File: config.mk
export PLATFORM = sky130hd
export DESIGN_NAME = incremental_pid_speed_control_top_flat
export DESIGN_NICKNAME = d
export VERILOG_FILES = /design/src/rtl/ipsc_pkg.sv /design/src/rtl/ipsc_if.sv /design/src/rtl/incremental_pid_speed_control_top.sv /design/src/flat_wrapper.sv
export SDC_FILE = /design/constraint.sdc
export NUM_CORES = 2
export LEC_CHECK = 0
export ABC_AREA = 1
export BUFFER_PORTS_ARGS = -buffer_cell sky130_fd_sc_hd__buf_2
export CAP_MARGIN = 40
export CELL_PAD_IN_SITES_DETAIL_PLACEMENT = 2
export CELL_PAD_IN_SITES_GLOBAL_PLACEMENT = 2
export CORE_ASPECT_RATIO = 1.4
export CORE_MARGIN = 2
export CORE_UTILIZATION = 39
export CTS_BUF_LIST = sky130_fd_sc_hd__clkbuf_4 sky130_fd_sc_hd__clkbuf_8 sky130_fd_sc_hd__clkbuf_16
export DETAILED_ROUTE_END_ITERATION = 6
export GPL_TIMING_DRIVEN = 0
export PLACE_DENSITY = 0.87
export REMOVE_ABC_BUFFERS = 1
export SLEW_MARGIN = 15
export SYNTH_ARGS = -nofsm -noshare
export SYNTH_HDL_FRONTEND = slang
export SYNTH_SLANG_ARGS = --single-unit
export TNS_END_PERCENT = 100
File: constraint.sdc
create_clock -name clk -period 14.6 [get_ports clk]
set_input_delay 2.19 -clock clk [delete_from_list [all_inputs] [get_ports clk]]
set_output_delay 2.19 -clock clk [all_outputs]
set_load 0.005 [all_outputs]
File: src/rtl/ipsc_pkg.sv
// ----------------------------------------------------------------------------
// ipsc_pkg
// Types, constants and the control store of the incremental PID speed loop.
// ----------------------------------------------------------------------------
package ipsc_pkg;

  // Field and datapath widths
  localparam int SPEED_W = 24;          // Q15.8 speed input
  localparam int ERR_W   = 25;          // Q.8 error and filtered error
  localparam int GAIN_W  = 32;          // Q15.16 gain
  localparam int LIM_W   = 16;          // dead band / output limit
  localparam int MUL_A_W = 33;          // multiplier operand A (gains, filter taps)
  localparam int MUL_B_W = 27;          // multiplier operand B (error terms)
  localparam int PROD_W  = MUL_A_W + MUL_B_W;
  localparam int ACC_W   = 62;          // product accumulator
  localparam int OUT_ACC_W = 32;        // output accumulator, Q16.16, never negative
  localparam int STEP_W  = 3;
  localparam int CFG_AW  = 5;

  // Low-pass filter taps, alpha = 0.9 in Q.16
  localparam logic [16:0] FILT_NEW = 17'd58982;
  localparam logic [16:0] FILT_OLD = 17'd6554;

  // Register indexes (byte address = 4 * index)
  localparam logic [2:0] REG_GAIN_PROP  = 3'd0;
  localparam logic [2:0] REG_GAIN_INTEG = 3'd1;
  localparam logic [2:0] REG_GAIN_DERIV = 3'd2;
  localparam logic [2:0] REG_DEAD_BAND  = 3'd3;
  localparam logic [2:0] REG_OUTPUT_MAX = 3'd4;

  // Register reset values
  localparam logic [LIM_W-1:0] DEAD_BAND_RST  = 16'd1280;
  localparam logic [LIM_W-1:0] OUTPUT_MAX_RST = 16'd40000;

  // Program step numbers
  localparam logic [STEP_W-1:0] STEP_IDLE   = 3'd0;
  localparam logic [STEP_W-1:0] STEP_FINISH = 3'd7;

  // Multiplier operand selects
  typedef enum logic [2:0] {
    A_FNEW,
    A_FOLD,
    A_KP,
    A_KI,
    A_KD
  } mula_sel_t;

  typedef enum logic [2:0] {
    B_ERR,
    B_LAST,
    B_DIFF1,
    B_FILT,
    B_DIFF2
  } mulb_sel_t;

  typedef enum logic [1:0] {
    ACC_HOLD,
    ACC_LOAD,
    ACC_ADD
  } acc_op_t;

  // Sequencing of the step counter
  typedef enum logic [1:0] {
    SEQ_NEXT,      // go to next step
    SEQ_WAIT_IN,   // hold until an input transfer, then next
    SEQ_JMP_CLR,   // jump when the item is a clear, else next
    SEQ_WAIT_OUT   // hold until the output slot is free, then jump
  } seq_t;

  // One control word
  typedef struct packed {
    mula_sel_t          a_sel;
    mulb_sel_t          b_sel;
    acc_op_t            acc_op;
    logic               f_load;
    logic               finish;
    seq_t               seq;
    logic [STEP_W-1:0]  jump;
  } ctrl_t;

  // Control store
  function automatic ctrl_t ucode(logic [STEP_W-1:0] step);
    ctrl_t w;
    w.a_sel  = A_FNEW;
    w.b_sel  = B_ERR;
    w.acc_op = ACC_HOLD;
    w.f_load = 1'b0;
    w.finish = 1'b0;
    w.seq    = SEQ_NEXT;
    w.jump   = STEP_IDLE;
    case (step)
      3'd0: begin                      // wait for an item
        w.seq = SEQ_WAIT_IN;
      end
      3'd1: begin                      // acc = 58982 * e, clear skips ahead
        w.a_sel  = A_FNEW;
        w.b_sel  = B_ERR;
        w.acc_op = ACC_LOAD;
        w.seq    = SEQ_JMP_CLR;
        w.jump   = STEP_FINISH;
      end
      3'd2: begin                      // acc += 6554 * last
        w.a_sel  = A_FOLD;
        w.b_sel  = B_LAST;
        w.acc_op = ACC_ADD;
      end
      3'd3: begin                      // filtered error with dead band
        w.f_load = 1'b1;
      end
      3'd4: begin                      // acc = kp * (f - last)
        w.a_sel  = A_KP;
        w.b_sel  = B_DIFF1;
        w.acc_op = ACC_LOAD;
      end
      3'd5: begin                      // acc += ki * f
        w.a_sel  = A_KI;
        w.b_sel  = B_FILT;
        w.acc_op = ACC_ADD;
      end
      3'd6: begin                      // acc += kd * (f - 2*last + before)
        w.a_sel  = A_KD;
        w.b_sel  = B_DIFF2;
        w.acc_op = ACC_ADD;
      end
      3'd7: begin                      // update accumulator, post result
        w.finish = 1'b1;
        w.seq    = SEQ_WAIT_OUT;
        w.jump   = STEP_IDLE;
      end
      default: begin
        w.seq  = SEQ_WAIT_OUT;
        w.jump = STEP_IDLE;
      end
    endcase
    return w;
  endfunction

endpackage

File: src/rtl/ipsc_if.sv
// ----------------------------------------------------------------------------
// ipsc_if
// Valid/ready channels of the speed loop: update items in, drive values out.
// ----------------------------------------------------------------------------
interface ipsc_in_if;
  logic                                valid;
  logic                                ready;
  logic                                action;
  logic signed [ipsc_pkg::SPEED_W-1:0] target_speed;
  logic signed [ipsc_pkg::SPEED_W-1:0] measured_speed;

  modport source (output valid, output action, output target_speed,
                  output measured_speed, input ready);
  modport sink   (input valid, input action, input target_speed,
                  input measured_speed, output ready);
endinterface

interface ipsc_out_if;
  logic                        valid;
  logic                        ready;
  logic [ipsc_pkg::LIM_W-1:0]  drive_value;
  logic                        clamped;

  modport source (output valid, output drive_value, output clamped, input ready);
  modport sink   (input valid, input drive_value, input clamped, output ready);
endinterface

File: src/rtl/incremental_pid_speed_control_top.sv
// ----------------------------------------------------------------------------
// incremental_pid_speed_control_top
// Velocity-form PID speed loop with filtered error, dead band and output clamp.
// ----------------------------------------------------------------------------
// An update item is accepted only while the sequencer sits at its idle step and
// runs through the multiply, filter/dead-band and finish steps to a result in
// the output register; a clear item jumps from its first multiply step straight
// to the finish step. The next item can be accepted the cycle the sequencer
// returns to idle, so an item is never taken before the last one is through.
// The control program holds five multiply steps through the single shared
// 33x27 multiplier, one filter/dead-band step, one finish step and the idle step.
// Gains are signed Q15.16, speeds signed Q15.8; drive_value is the integer
// part of a Q16.16 accumulator held in [0, output_max].
// ----------------------------------------------------------------------------
module incremental_pid_speed_control_top (
  input  logic                             clk,
  input  logic                             rst_n,
  ipsc_in_if.sink                          in_chan,
  ipsc_out_if.source                       out_chan,
  input  logic                             psel,
  input  logic                             penable,
  input  logic                             pwrite,
  input  logic [ipsc_pkg::CFG_AW-1:0]      paddr,
  input  logic [31:0]                      pwdata,
  output logic [31:0]                      prdata,
  output logic                             pready
);

  // Configuration registers
  logic [ipsc_pkg::GAIN_W-1:0] gain_prop_r, gain_integ_r, gain_deriv_r;
  logic [ipsc_pkg::LIM_W-1:0]  dead_band_r, output_max_r;

  // Controller state
  logic signed [ipsc_pkg::ERR_W-1:0] last_r, before_r;
  logic [ipsc_pkg::OUT_ACC_W-1:0]    accum_r, accum_nxt;

  // Item and working registers
  logic signed [ipsc_pkg::ERR_W-1:0] err_r, err_nxt;
  logic                              clr_r;
  logic signed [ipsc_pkg::ERR_W-1:0] filt_r, filt_nxt;
  logic signed [ipsc_pkg::ACC_W-1:0] acc_r, acc_nxt;

  // Sequencer
  logic [ipsc_pkg::STEP_W-1:0] step_r, step_nxt;
  ipsc_pkg::ctrl_t             cw;
  logic                        in_xfer, fire;

  // Output register
  logic                        out_valid_r, out_valid_nxt;
  logic [ipsc_pkg::LIM_W-1:0]  out_drive_r;
  logic                        out_clamp_r, clamp_nxt;

  // Datapath
  logic signed [ipsc_pkg::MUL_A_W-1:0] mul_a;
  logic signed [ipsc_pkg::MUL_B_W-1:0] mul_b;
  logic signed [ipsc_pkg::PROD_W-1:0]  prod;
  logic signed [ipsc_pkg::ERR_W:0]     diff1;
  logic signed [ipsc_pkg::MUL_B_W-1:0] diff2;
  logic signed [ipsc_pkg::ERR_W-1:0]   filt_raw;
  logic [ipsc_pkg::ERR_W-1:0]          filt_mag;
  logic signed [ipsc_pkg::ACC_W-9:0]   inc;
  logic signed [ipsc_pkg::ACC_W-8:0]   sum;
  logic [ipsc_pkg::OUT_ACC_W-1:0]      top;

  logic cfg_wr;

  // --------------------------------------------------------------------------
  // APB register file
  // --------------------------------------------------------------------------
  assign pready = 1'b1;
  assign cfg_wr = psel && penable && pwrite && pready;

  always_ff @(posedge clk) begin
    if (!rst_n) begin
      gain_prop_r  <= '0;
      gain_integ_r <= '0;
      gain_deriv_r <= '0;
      dead_band_r  <= ipsc_pkg::DEAD_BAND_RST;
      output_max_r <= ipsc_pkg::OUTPUT_MAX_RST;
    end else if (cfg_wr) begin
      case (paddr[4:2])
        ipsc_pkg::REG_GAIN_PROP:  gain_prop_r  <= pwdata;
        ipsc_pkg::REG_GAIN_INTEG: gain_integ_r <= pwdata;
        ipsc_pkg::REG_GAIN_DERIV: gain_deriv_r <= pwdata;
        ipsc_pkg::REG_DEAD_BAND:  dead_band_r  <= pwdata[15:0];
        ipsc_pkg::REG_OUTPUT_MAX: output_max_r <= pwdata[15:0];
        default: ;
      endcase
    end
  end

  // Read mux
  always_comb begin
    case (paddr[4:2])
      ipsc_pkg::REG_GAIN_PROP:  prdata = gain_prop_r;
      ipsc_pkg::REG_GAIN_INTEG: prdata = gain_integ_r;
      ipsc_pkg::REG_GAIN_DERIV: prdata = gain_deriv_r;
      ipsc_pkg::REG_DEAD_BAND:  prdata = {16'b0, dead_band_r};
      ipsc_pkg::REG_OUTPUT_MAX: prdata = {16'b0, output_max_r};
      default:                  prdata = '0;
    endcase
  end

  // --------------------------------------------------------------------------
  // Sequencer: step counter and control store
  // --------------------------------------------------------------------------
  assign cw             = ipsc_pkg::ucode(step_r);
  assign in_chan.ready  = (step_r == ipsc_pkg::STEP_IDLE);
  assign in_xfer        = in_chan.valid && in_chan.ready;

  always_comb begin
    step_nxt = step_r;
    fire     = 1'b0;
    case (cw.seq)
      ipsc_pkg::SEQ_NEXT:    step_nxt = step_r + 3'd1;
      ipsc_pkg::SEQ_WAIT_IN: begin
        if (in_xfer) step_nxt = step_r + 3'd1;
      end
      ipsc_pkg::SEQ_JMP_CLR: step_nxt = clr_r ? cw.jump : step_r + 3'd1;
      ipsc_pkg::SEQ_WAIT_OUT: begin
        if (!out_valid_r || out_chan.ready) begin
          step_nxt = cw.jump;
          fire     = cw.finish;
        end
      end
      default: step_nxt = ipsc_pkg::STEP_IDLE;
    endcase
  end

  always_ff @(posedge clk) begin
    if (!rst_n) step_r <= ipsc_pkg::STEP_IDLE;
    else        step_r <= step_nxt;
  end

  // --------------------------------------------------------------------------
  // Item capture: raw error and item kind
  // --------------------------------------------------------------------------
  assign err_nxt = {in_chan.target_speed[23], in_chan.target_speed}
                 - {in_chan.measured_speed[23], in_chan.measured_speed};

  always_ff @(posedge clk) begin
    if (in_xfer) begin
      err_r <= err_nxt;
      clr_r <= in_chan.action;
    end
  end

  // --------------------------------------------------------------------------
  // Error differences for the P and D terms
  // --------------------------------------------------------------------------
  assign diff1 = {filt_r[24], filt_r} - {last_r[24], last_r};
  assign diff2 = {{2{filt_r[24]}}, filt_r} - {last_r[24], last_r, 1'b0}
               + {{2{before_r[24]}}, before_r};

  // --------------------------------------------------------------------------
  // Shared multiplier and accumulator
  // --------------------------------------------------------------------------
  always_comb begin
    case (cw.a_sel)
      ipsc_pkg::A_FNEW: mul_a = $signed({16'b0, ipsc_pkg::FILT_NEW});
      ipsc_pkg::A_FOLD: mul_a = $signed({16'b0, ipsc_pkg::FILT_OLD});
      ipsc_pkg::A_KP:   mul_a = $signed({gain_prop_r[31], gain_prop_r});
      ipsc_pkg::A_KI:   mul_a = $signed({gain_integ_r[31], gain_integ_r});
      ipsc_pkg::A_KD:   mul_a = $signed({gain_deriv_r[31], gain_deriv_r});
      default:          mul_a = '0;
    endcase
    case (cw.b_sel)
      ipsc_pkg::B_ERR:   mul_b = {{2{err_r[24]}}, err_r};
      ipsc_pkg::B_LAST:  mul_b = {{2{last_r[24]}}, last_r};
      ipsc_pkg::B_DIFF1: mul_b = {diff1[25], diff1};
      ipsc_pkg::B_FILT:  mul_b = {{2{filt_r[24]}}, filt_r};
      ipsc_pkg::B_DIFF2: mul_b = diff2;
      default:           mul_b = '0;
    endcase
  end

  assign prod = mul_a * mul_b;

  always_comb begin
    case (cw.acc_op)
      ipsc_pkg::ACC_LOAD: acc_nxt = {{2{prod[59]}}, prod};
      ipsc_pkg::ACC_ADD:  acc_nxt = acc_r + {{2{prod[59]}}, prod};
      default:            acc_nxt = acc_r;
    endcase
  end

  always_ff @(posedge clk) begin
    acc_r <= acc_nxt;
  end

  // --------------------------------------------------------------------------
  // Filtered error: floor(acc / 2^16), zeroed inside the dead band
  // --------------------------------------------------------------------------
  assign filt_raw = acc_r[40:16];
  assign filt_mag = filt_raw[24] ? 25'(-filt_raw) : filt_raw;
  assign filt_nxt = (filt_mag < {9'b0, dead_band_r}) ? '0 : filt_raw;

  always_ff @(posedge clk) begin
    if (cw.f_load) filt_r <= filt_nxt;
  end

  // --------------------------------------------------------------------------
  // Finish: clear, or add increment and clamp to [0, output_max]
  // --------------------------------------------------------------------------
  assign inc = acc_r[61:8];
  assign sum = $signed({23'b0, accum_r}) + $signed({inc[53], inc});
  assign top = {output_max_r, 16'b0};

  always_comb begin
    clamp_nxt = 1'b0;
    if (clr_r) begin
      accum_nxt = '0;
    end else if (sum < 0) begin
      accum_nxt = '0;
      clamp_nxt = 1'b1;
    end else if (sum > $signed({23'b0, top})) begin
      accum_nxt = top;
      clamp_nxt = 1'b1;
    end else begin
      accum_nxt = sum[31:0];
    end
  end

  always_ff @(posedge clk) begin
    if (!rst_n) begin
      accum_r  <= '0;
      last_r   <= '0;
      before_r <= '0;
    end else if (fire) begin
      accum_r <= accum_nxt;
      if (!clr_r) begin
        before_r <= last_r;
        last_r   <= filt_r;
      end
    end
  end

  // --------------------------------------------------------------------------
  // Output register
  // --------------------------------------------------------------------------
  always_comb begin
    if (fire)                 out_valid_nxt = 1'b1;
    else if (out_chan.ready)  out_valid_nxt = 1'b0;
    else                      out_valid_nxt = out_valid_r;
  end

  always_ff @(posedge clk) begin
    if (!rst_n) out_valid_r <= 1'b0;
    else        out_valid_r <= out_valid_nxt;
  end

  always_ff @(posedge clk) begin
    if (fire) begin
      out_drive_r <= accum_nxt[31:16];
      out_clamp_r <= clamp_nxt;
    end
  end

  assign out_chan.valid       = out_valid_r;
  assign out_chan.drive_value = out_drive_r;
  assign out_chan.clamped     = out_clamp_r;

endmodule

File: src/flat_wrapper.sv
// flat-port wrapper written by rule: the top's interface ports become plain ports
module incremental_pid_speed_control_top_flat 
  (clk, rst_n, psel, penable, pwrite, paddr, pwdata, prdata, pready, in_chan_valid, in_chan_action, in_chan_target_speed, in_chan_measured_speed, in_chan_ready, out_chan_valid, out_chan_drive_value, out_chan_clamped, out_chan_ready);
  ipsc_in_if in_chan_i ();
  ipsc_out_if out_chan_i ();
  input  logic clk;
  input  logic rst_n;
  input  logic psel;
  input  logic penable;
  input  logic pwrite;
  input  logic [ipsc_pkg::CFG_AW-1:0] paddr;
  input  logic [31:0] pwdata;
  output logic [31:0] prdata;
  output logic pready;
  input wire logic [$bits(in_chan_i.valid)-1:0] in_chan_valid;
  input wire logic [$bits(in_chan_i.action)-1:0] in_chan_action;
  input wire logic [$bits(in_chan_i.target_speed)-1:0] in_chan_target_speed;
  input wire logic [$bits(in_chan_i.measured_speed)-1:0] in_chan_measured_speed;
  output wire logic [$bits(in_chan_i.ready)-1:0] in_chan_ready;
  output wire logic [$bits(out_chan_i.valid)-1:0] out_chan_valid;
  output wire logic [$bits(out_chan_i.drive_value)-1:0] out_chan_drive_value;
  output wire logic [$bits(out_chan_i.clamped)-1:0] out_chan_clamped;
  input wire logic [$bits(out_chan_i.ready)-1:0] out_chan_ready;
  assign in_chan_i.valid = in_chan_valid;
  assign in_chan_i.action = in_chan_action;
  assign in_chan_i.target_speed = in_chan_target_speed;
  assign in_chan_i.measured_speed = in_chan_measured_speed;
  assign in_chan_ready = in_chan_i.ready;
  assign out_chan_valid = out_chan_i.valid;
  assign out_chan_drive_value = out_chan_i.drive_value;
  assign out_chan_clamped = out_chan_i.clamped;
  assign out_chan_i.ready = out_chan_ready;
  incremental_pid_speed_control_top u_core (.clk(clk), .rst_n(rst_n), .in_chan(in_chan_i), .out_chan(out_chan_i), .psel(psel), .penable(penable), .pwrite(pwrite), .paddr(paddr), .pwdata(pwdata), .prdata(prdata), .pready(pready));
endmodule
==> results.md <==
* Status: finished with violations
* Violated checks: design-rule violations, negative setup slack
* Post-CTS Hold Buffers at 0
* Worst path required time at 14.98 ns
* Area Growth Syn to Fin at 11.49%
* # rows at about 170
* FF-to-FF Start: u_core.filt_r[13]
* TritonRoute pass-1 iters at 7
* Vias in the first global route at 73,784
* Die Span X at about 330 µm
* Post-Route Skew at approximately 0.071 ns
* CP Launch Type: flip-flop
* Post-detail-place hpwl at approximately 250 mm
* Crit. Startpoint: u_core.filt_r[13]
* Tot GR Track Use at 46.58%
* Die area at 155,900 µm²
* Fmax at 0.06422 GHz
* Final Critical Period at between 15 and 20 ns
* Vias at 68,747
* WL/cell at roughly 42 µm
* CTS Root Cell: clkbuf_16
* Via density at 6.830
* Crit Path Class: reg -> reg
* Crit share post-route at 106.7%
* Clk sinks at approximately 340
* Most frequent cell after synthesis: inv_1
* Main synth FF type: dfxtp_1
* CP peak stage delay at 0.85 ns
* RR Endpoint: u_core.acc_r[61]
* Cell Count Post-Placement at 9,906
* Number of flops mapped to enable cells by yosys at 130
* Final wirelength at 427.3 mm
* Cell family with most CP delay: adder cells
* Reg2Reg Setup Slack at -0.97 ns
* CP Buf/Inv Count at 10
* Routability cong. at 0.9424
* Share of cells above drive strength 1 at approximately 8.7%
* Slowest-stage cell, CP: fa_1
* Residual DRC count at 27
* Initial Util at 39.30%
* GRT overflow at 0
* Hold crit path type: reg -> reg
* Final cell count without fillers at slightly above 10,000
* Final hold violation count at 0
* YS warnings at 0
* Syn_area_per_cell at 7.491 µm²
* Largest net degree at the start of global routing at 149
* Crit path depth at 47
* Max Cap Violations at 0
* I/O Pins at ~150
* Antenna violations before repair at 51
* Seq/Total Area, Yosys at 13.74%
* Asr flop ratio synth at 0%
* Core ar. at 151,600 µm²
* Final net count at 9,425
* Max-slew violations at 0
* First-pass GRT wire length at around 520 mm
* Worst relative slew slack at 16.77%
* Distinct cells, synth at 66
* Setup slack after layout at -0.9715 ns
* Critical Path AT at 15.96 ns
* Endpoint class of the critical path: flip-flop
* CTS tree: yes
* Worst-Margin Slew at ~1.2 ns
* Reg2Reg Depth at 47
* Synth top area cells: fa_1 31%, inv_1 12%, nand2_1 11%, ha_1 8.0%, dfxtp_1 7.2%
* Die height at roughly 470 µm
* CTS Buf Count at 46
* Post-Syn Instances at between 7,000 and 8,000
* CTS Buffer Depth at 3
* Clk_lat worst skew at 0.69 ns
* Seq cells post-synth at approximately 340
* Synth area leader: fa_1
* CTS clock-pin slew for the worst setup and hold paths at roughly 0.070 ns
* Cell area after synthesis at 59,580 µm²
* Initial DRC count at ~8,400
* Most common library cells after synthesis: 1,882 x inv_1, 1,736 x nand2_1, 923 x fa_1
* Share of the synthesized area in the top cell type at 31.01%
* PortBufs at 141
* Final setup fails at 19
* H-tree lvl count at 2
* Crit path to: u_core.acc_r[61]
* Post-route ant nets at 0
* Crit-path max FO at 25
==> worst min-delay path by stage <==
stage	startpoint	to	slack (ns)	cells past startpoint
2_1_floorplan	u_core.gain_prop_r[0]	u_core.gain_prop_r[0]	0.44	2
3_5_place_dp	u_core.gain_prop_r[29]	u_core.gain_prop_r[29]	0.46	2
6_report	u_core.gain_prop_r[26]	u_core.gain_prop_r[26]	0.48	2
5_1_grt	u_core.gain_prop_r[23]	u_core.gain_prop_r[23]	0.49	2
3_3_place_gp	u_core.gain_prop_r[0]	u_core.gain_prop_r[0]	0.45	2
4_1_cts	u_core.gain_prop_r[26]	u_core.gain_prop_r[26]	0.48	2
==> state kept, by name, summed over array words and instances (netlist names), 25 cells and up <==
signal / count
u_core.gain_deriv_r: 32
u_core.gain_integ_r: 32
u_core.acc_r: 62
u_core.last_r: 25
u_core.accum_r: 32
u_core.err_r: 25
u_core.before_r: 25
u_core.gain_prop_r: 32
u_core.filt_r: 25
==> cell usage in the layout, fill, tap and decap left out, types with 38 or more instances in the layout <==
| cell | instances |
|---|---|
| inv_1 | 1871 |
| nand2_1 | 1732 |
| fa_1 | 912 |
| nor2_1 | 549 |
| a21oi_1 | 422 |
| o21ai_0 | 396 |
| ha_1 | 378 |
| dfxtp_1 | 214 |
| nand3_1 | 169 |
| buf_2 | 141 |
| edfxtp_1 | 130 |
| xor2_1 | 115 |
| xnor2_1 | 57 |
| clkbuf_16 | 50 |
| a31oi_1 | 48 |
| inv_2 | 47 |
| nor3_1 | 45 |
| nor2_2 | 42 |
| nand4_1 | 38 |
==> through the flow <==
step	hold slack (ns)	worst slack, ns	instance area (µm²)	util (%)	setup TNS [ns]
floorplan	0.4381	3.378	58480	-	0
global placement	0.4507	-4.561	61640	40.66	-162.02
detailed placement	0.4644	0.3471	63780	42.07	0
CTS	0.4772	0.1420	65450	43.17	0
global route	0.4931	-0.7186	66340	43.76	-4.122
finish	0.4764	-0.9715	66420	43.81	-8.158
==> cell type report <==
cell class	count	area, µm²
fillers	17146	85190
well taps	1966	2460
clock inverters	14	150.1
clock buffers	71	1490
diodes	36	90.09
multi-input cells	5405	43520
flip-flops and latches	344	8188
repair buffers	286	3186
inverters	1943	7332
==> cell families after synthesis <==
kind of cell               count (synthesis)  synth area share [%]
AOI/OAI and AO/OA                       1155                 11.12
xor gates and xnor gates                 177                 2.615
adders and majority gates               1306                 39.06
buffers and inverters                   2204                 14.09
DFF                                      344                 13.74
other                                      1              0.006294
and+or+nand+nor                         2766                 19.37
==> worst register-to-register path, delay by kind of cell (launching register included) <==
kind | cells | cell delay [ns]
AND/OR/NAND/NOR | 14 | 2.71
adder cells (fa/ha/maj) | 11 | 6.44
AO/OA/AOI/OAI | 11 | 3.55
XOR/XNOR | 1 | 0.41
buffers and inverters | 10 | 1.69
flip-flops | 1 | 0.53
==> what timing repair did <==
action / in CTS / in global routing
endpoints found under the setup margin: 8 / 26
pin swaps: 0 / 9
resized for setup: 1 / 86
setup buffers: 3 / 11
==> layer usage <==
| layer | up-vias | GRT usage (%) | wire length [µm] |
|---|---|---|---|
| met2 | 7116 | 74.88 | 180900 |
| li1 | 24339 | - | - |
| met3 | 3802 | 16.41 | 58650 |
| met5 | - | 0.2158 | 1730 |
| met1 | 33424 | 45.78 | 127000 |
| met4 | 66 | 47.04 | 59060 |
Power is not shown: default switching activity piles up to over one toggle a cycle in this logic, so the estimate is an artifact.
